File: config.mk
export PLATFORM = sky130hd
export DESIGN_NAME = sqb5_ctrl
export DESIGN_NICKNAME = d
export VERILOG_FILES = /design/src/rtl/sqb5_pkg.sv /design/src/rtl/sqb5_ctrl.sv
export SDC_FILE = /design/constraint.sdc
export NUM_CORES = 1
export LEC_CHECK = 0
export BUFFER_PORTS_ARGS = -buffer_cell sky130_fd_sc_hd__buf_4
export CAP_MARGIN = 20
export CORE_AREA = 2 2 56 58
export CTS_BUF_LIST = sky130_fd_sc_hd__clkbuf_8
export DETAILED_ROUTE_END_ITERATION = 16
export DIE_AREA = 0 0 58 60
export PLACE_DENSITY = 0.51
export SYNTH_ARGS = -nofsm -noshare
export SYNTH_HDL_FRONTEND = slang
export SYNTH_SLANG_ARGS = --single-unit
File: constraint.sdc
create_clock -name clk -period 1.5 [get_ports clk]
set_input_delay 0.225 -clock clk [delete_from_list [all_inputs] [get_ports clk]]
set_output_delay 0.225 -clock clk [all_outputs]
set_load 0.02 [all_outputs]
File: src/rtl/sqb5_pkg.sv
`timescale 1ns / 1ps
package sqb5_pkg;

	localparam int SAMPLE_BITS_DEF = 32;
	localparam int MAX_SAMPLES_DEF = 1024;
	localparam int OUT_BITS        = 32;
	localparam int CFG_IDX_BITS    = 2;
	localparam int CFG_DATA_BITS   = 14;
	localparam int COUNT_BITS      = 11;
	localparam int LEVEL_BITS      = 14;
	localparam int PCT_BITS        = 15;
	localparam int FRAC_BITS       = 16;
	localparam int REM_BITS        = 10;
	localparam int POS_SHIFT       = 11;
	localparam int QIDX_BITS       = 3;
	localparam int NUM_Q           = 5;

	typedef logic [CFG_IDX_BITS-1:0] cfg_idx_t;
	localparam cfg_idx_t CFG_SAMPLE_COUNT = 2'd0;
	localparam cfg_idx_t CFG_BAND_A       = 2'd1;
	localparam cfg_idx_t CFG_BAND_B       = 2'd2;

	localparam logic [COUNT_BITS-1:0] COUNT_RESET   = 11'd1024;
	localparam logic [LEVEL_BITS-1:0] LEVEL_A_RESET = 14'd6800;
	localparam logic [LEVEL_BITS-1:0] LEVEL_B_RESET = 14'd9000;
	localparam logic [LEVEL_BITS-1:0] LEVEL_MAX     = 14'd10000;
	localparam logic [PCT_BITS-1:0]   PCT_MID       = 15'd10000;
	// 65536 / 20000 reduced to 2^POS_SHIFT / POS_DEN
	localparam logic [REM_BITS-1:0]   POS_DEN       = 10'd625;

	typedef logic [QIDX_BITS-1:0] qidx_t;
	localparam qidx_t Q_UPPER_A = 3'd0;
	localparam qidx_t Q_LOWER_A = 3'd1;
	localparam qidx_t Q_UPPER_B = 3'd2;
	localparam qidx_t Q_LOWER_B = 3'd3;
	localparam qidx_t Q_MEDIAN  = 3'd4;

	typedef enum logic [10:0] {
		ST_COLLECT    = 11'b000_0000_0001,
		ST_PASS_START = 11'b000_0000_0010,
		ST_MERGE      = 11'b000_0000_0100,
		ST_PASS_END   = 11'b000_0000_1000,
		ST_Q_MUL      = 11'b000_0001_0000,
		ST_Q_DIV      = 11'b000_0010_0000,
		ST_Q_READ     = 11'b000_0100_0000,
		ST_Q_DIFF     = 11'b000_1000_0000,
		ST_Q_PROD     = 11'b001_0000_0000,
		ST_Q_SUM      = 11'b010_0000_0000,
		ST_DONE       = 11'b100_0000_0000
	} state_t;

	typedef struct packed {
		logic store;
		logic pass_start;
		logic merge;
		logic pass_end;
		logic q_mul;
		logic q_div_step;
		logic q_read;
		logic q_diff;
		logic q_prod;
		logic q_sum;
		logic load_out;
	} cmd_t;

	typedef struct packed {
		logic full;
		logic sort_done;
		logic pass_last;
		logic div_done;
		logic q_last;
	} status_t;

endpackage

File: src/rtl/sqb5_ctrl.sv
`timescale 1ns / 1ps
module sqb5_ctrl (
	input  logic              clk,
	input  logic              arst_n,
	input  logic              in_valid,
	output logic              in_stall,
	output logic              out_valid,
	input  logic              out_stall,
	input  sqb5_pkg::status_t sts,
	output sqb5_pkg::cmd_t    cmd
);
	import sqb5_pkg::*;

	state_t state_q, state_n;
	logic   out_valid_q;
	logic   accept, out_free;

	always_comb begin
		in_stall  = state_q != ST_COLLECT;
		accept    = in_valid && !in_stall;
		out_valid = out_valid_q;
		out_free  = !out_valid_q || !out_stall;
		cmd       = '0;
		state_n   = state_q;
		case (state_q)
			ST_COLLECT: begin
				cmd.store = accept;
				if (accept && sts.full) begin
					state_n = ST_PASS_START;
				end
			end
			ST_PASS_START: begin
				cmd.pass_start = 1'b1;
				state_n = sts.sort_done ? ST_Q_MUL : ST_MERGE;
			end
			ST_MERGE: begin
				cmd.merge = 1'b1;
				if (sts.pass_last) begin
					state_n = ST_PASS_END;
				end
			end
			ST_PASS_END: begin
				cmd.pass_end = 1'b1;
				state_n = ST_PASS_START;
			end
			ST_Q_MUL: begin
				cmd.q_mul = 1'b1;
				state_n = ST_Q_DIV;
			end
			ST_Q_DIV: begin
				cmd.q_div_step = 1'b1;
				if (sts.div_done) begin
					state_n = ST_Q_READ;
				end
			end
			ST_Q_READ: begin
				cmd.q_read = 1'b1;
				state_n = ST_Q_DIFF;
			end
			ST_Q_DIFF: begin
				cmd.q_diff = 1'b1;
				state_n = ST_Q_PROD;
			end
			ST_Q_PROD: begin
				cmd.q_prod = 1'b1;
				state_n = ST_Q_SUM;
			end
			ST_Q_SUM: begin
				cmd.q_sum = 1'b1;
				state_n = sts.q_last ? ST_DONE : ST_Q_MUL;
			end
			ST_DONE: begin
				cmd.load_out = out_free;
				if (out_free) begin
					state_n = ST_COLLECT;
				end
			end
			default: state_n = ST_COLLECT;
		endcase
	end

	always_ff @(posedge clk or negedge arst_n) begin
		if (!arst_n) begin
			state_q     <= ST_COLLECT;
			out_valid_q <= 1'b0;
		end else begin
			state_q <= state_n;
			if (cmd.load_out) begin
				out_valid_q <= 1'b1;
			end else if (!out_stall) begin
				out_valid_q <= 1'b0;
			end
		end
	end

	a_out_from_done: assert property (@(posedge clk) disable iff (!arst_n)
		$rose(out_valid_q) |-> $past(state_q == ST_DONE)) else $error("item shown outside done");
	a_cell_to_sort: assert property (@(posedge clk) disable iff (!arst_n)
		(accept && sts.full) |=> (state_q == ST_PASS_START)) else $error("full cell not sorted");
	a_merge_exit: assert property (@(posedge clk) disable iff (!arst_n)
		(state_q == ST_MERGE) |=> (state_q == ST_MERGE || state_q == ST_PASS_END))
		else $error("merge left early");

endmodule

# ---- Word-level counts from Yosys, hierarchy flattened
# Cells that the tools add are included.
# W data, S select, Z words.
dict set report word_totals {
  elab_cells 46
  reg_bits 12
}
dict set report op_classes {
  mux 20
  reduce_logical 7
  n_eq_ne 17
}
# operator count
set op_table {}
lappend op_table {{$pmux W11 S11} 1}
lappend op_table {{$mux W11} 5}
lappend op_table {{$mux W1} 13}
lappend op_table {{$eq A11 B1 Y1 const B} 1}
lappend op_table {{$eq A11 B10 Y1 const B} 1}
lappend op_table {{$eq A11 B11 Y1 const B} 1}
lappend op_table {{$eq A11 B2 Y1 const B} 1}
lappend op_table {{$eq A11 B3 Y1 const B} 1}
lappend op_table {{$eq A11 B4 Y1 const B} 1}
lappend op_table {{$eq A11 B5 Y1 const B} 1}
lappend op_table {{$eq A11 B6 Y1 const B} 1}
lappend op_table {{$eq A11 B7 Y1 const B} 1}
lappend op_table {{$eq A11 B8 Y1 const B} 1}
lappend op_table {{$eq A11 B9 Y1 const B} 1}
lappend op_table {{$ne A11 B1 Y1 const B} 1}
lappend op_table {{$ne A2 B2 Y1 const B} 4}
lappend op_table {{$mux W5} 1}
lappend op_table {{$reduce_and A4 Y1} 1}
lappend op_table {{$logic_not A1 Y1} 3}
lappend op_table {{$logic_and A1 B1 Y1} 2}
lappend op_table {{$ne A2 B1 Y1 const B} 1}
lappend op_table {{$logic_or A1 B1 Y1} 1}

# ---- Depth between registers and ports, before layout
dict set report depth {
  word_depth 6
  depth_mapped 5
  ltp_nobuf 4
}

# ---- Least setup slack after synthesis
# Ideal clock, no wire load.
dict set report synth_timing {
  path_kind {reg-to-output}
  start {register state_q[1]}
  end {output port cmd[4] in the netlist's numbering}
  t_required_ns 1.275
  path_buffers 1
  path_stages_with_launch 5
  arrival_ns 1.829
  slack_ns -0.554
  cell_sequence {dfrtp_1 buf_2 nor4_4 nand2_1 nor4bb_1}
}
# element line_no
set synth_rtl {}
lappend synth_rtl {{start, declared} sqb5_ctrl.sv:14} ;# state_t state_q, state_n;
lappend synth_rtl {{start signal, assigned} sqb5_ctrl.sv:87} ;# state_q <= state_n;
lappend synth_rtl {{end, declared} sqb5_ctrl.sv:10} ;# output sqb5_pkg::cmd_t cmd

==> flow_metrics.tcl <==
set metrics [dict create \
    grt_pass1_vias 912 \
    place.gp.congestion 0.804 \
    critPathLaunchType "flop" \
    antenna_left 0 \
    final_cell_mix "buf_4, buf_6, dfrtp_1" \
    area_delta_synth_final_pct 100 \
    overflow 0 \
    worstHoldStart "sts[0]" \
    worstPathArrival_ps 1700 \
    placed_area_um2 1310 \
    clock_path_buffers 2 \
    wl_per_cell_um 15.0 \
    syn-cell-area_um2 842 \
    cts_inserted_buffers 3 \
    grt_setup_unrepaired "true" \
    syn_avg_cell_area_um2 9.36 \
    syn_inst 90 \
    hold_viol_final 0 \
    cts_root_buf "clkbuf_8" \
    drt_pass1_iterations 2 \
    ys_seq_elements 12 \
    crit_required_ps 1270 \
    finalCritPeriodShare_pct 129 \
    final_common_cell "buf_4" \
    rrSetupSlack_ps -340 \
    die_h_um 60 \
    synth_nets 99 \
    yosysWarnings 0 \
    clock_sinks 12 \
    dieArea_um2 3480 \
    clk_latency_ps 240 \
    path_class "reg2out" \
    grt_antenna_before_repair 0 \
    timing.final.crit_period_ps 1930 \
    hpwlAfterDp_um 1860 \
    synthArstFlopShare_pct 100 \
    grt_pass1_wl_um 4260 \
    reg2regPathDepth 7 \
    grt.total_usage_pct 16.2 \
    cap_violations 0 \
    grt_max_degree 13 \
    maxSlewHeadroom_pct 75.8 \
    slew_violations 0 \
    vias_per_cell 5.23 \
    tns_ps -5580 \
    hold_path_end "state_q[4]$_DFFE_PN0P_" \
    nets 162 \
    drtIter0Drc 19 \
    crit_path_end_kind "output port" \
    tightest_slew_ps 362 \
    rr_endpoint "state_q[1]$_DFFE_PN0P_" \
    pin_count 22 \
    coreArea_um2 2900 \
    htree_levels 1 \
    synth_enable_flop_cells 0 \
    fin_skew_ps 0.788 \
    power_density_nw_per_um2 1170 \
    vias 968 \
    design_area_um2 1690 \
    port_buffers 21 \
    fmax_ghz 0.519 \
    diodes 0 \
    fin_ws_ps -428 \
    cts.clk_slew.worst_paths_ps 60 \
    leakagePower_nw 0.773 \
    ys_seq_area_share_pct 35.8 \
    final_layout_size_suffix_gt1_share_pct 67.1 \
    hold_depth 2 \
    die_w_um 58 \
    outcome "finished, violations left" \
    worst-path-max-fanout 4 \
    drc 0 \
    worstReg2RegStart "state_q[6]$_DFFE_PN0P_" \
    irDropWorstVdd_v 0.000988 \
    ys_types 37 \
    cts_tree "built" \
    hold_class "in2reg" \
    whs_ps 159 \
    synth_flop_cell "dfrtp_1" \
    violations "negative setup slack" \
    start_util_pct 29.0 \
    wl_um 2770 \
    setup_viol 21 \
    rows 20 \
]
==> registers in the layout (all words and copies together) (netlist names) <==
signal and cells:
state_q 11, out_valid 1
==> worst max-delay path, stage by stage (launching register included) <==
cell	delay (ps)
dfrtp_1	400
nor4_4	390
nor2b_4	230
nand4b_1	150
a21oi_2	140
buf_4	150
==> layout make-up <==
| class | instances | area, µm² |
|---|---|---|
| fillers | 252 | 1220 |
| multi-input cells | 67 | 724 |
| repair buffers | 64 | 544 |
| flip-flops and latches | 12 | 303 |
| clock buffers | 4 | 55.1 |
| well taps | 33 | 41.3 |
| inverters | 5 | 18.8 |
==> worst max path at each step <==
stage,endpoint,start,depth (start not counted)
after CTS,cmd[0],state_q[1]$_DFFE_PN0P_,5
after floorplan,cmd[3],state_q[1]$_DFFE_PN0P_,4
after global placement,cmd[7],state_q[6]$_DFFE_PN0P_,5
after global routing,cmd[3],state_q[1]$_DFFE_PN0P_,4
final,cmd[0],state_q[1]$_DFFE_PN0P_,5
after detailed placement,cmd[3],state_q[1]$_DFFE_PN0P_,4
==> routing by layer <==
metal  share of wire [%]  track usage, %  up-vias
met5                   0               0        -
met4                 1.4            5.98        0
met3                 3.4            2.16        5
met2                  52            28.2       18
met1                  43            20.5      483
li1                    -               -      462
==> Yosys cell counts, drive strengths merged (3+ instances only) <==
library cell | number | area (µm²)
dfrtp | 11 | 275
nand2 | 9 | 36.3
nor4 | 7 | 95.1
inv | 5 | 18.8
nor2 | 5 | 18.8
buf | 4 | 20.0
nor3 | 4 | 25.0
nor4b | 4 | 35.0
nor4bb | 4 | 40.0
nand4b | 3 | 26.3
nor2b | 3 | 18.8
==> through the flow <==
step / worst slack (ps) / power, mW / utilization [%] / std cells
finish: -428 / 1.98 / 58.1 / 185
global route: -530 / 2.07 / 58.1 / 185
CTS: -400 / 1.85 / 52.5 / 178
detailed placement: -149 / 1.28 / 45.3 / 168
global placement: -134 / 1.28 / 45.3 / 168
floorplan: -240 / 0.929 / - / 90
==> power breakdown <==
part           internal, mW  leakage [nW]  switching [mW]
clock                 0.232        0.0288           0.131
combinational         0.630         0.583           0.555
sequential            0.372         0.161          0.0584
total                  1.24         0.773           0.744
==> cells by family after synthesis <==
kind of cell           count (synthesis)  synth area share, %
buffers and inverters                 11                 5.80
AND/OR/NAND/NOR                       53                 46.2
flip-flops                            12                 35.8
XOR/XNOR                               3                 3.12
AO/OA/AOI/OAI                         11                 9.07
==> what timing repair did <==
item,4_1_cts,5_1_grt
gates resized for setup,23,22
buffers inserted,7,10
setup endpoints to repair,22,23
pin swaps,7,14
hold buffers,1,0
hold endpoints to repair,11,0
Note: power is estimated with default switching activity, not from simulation.
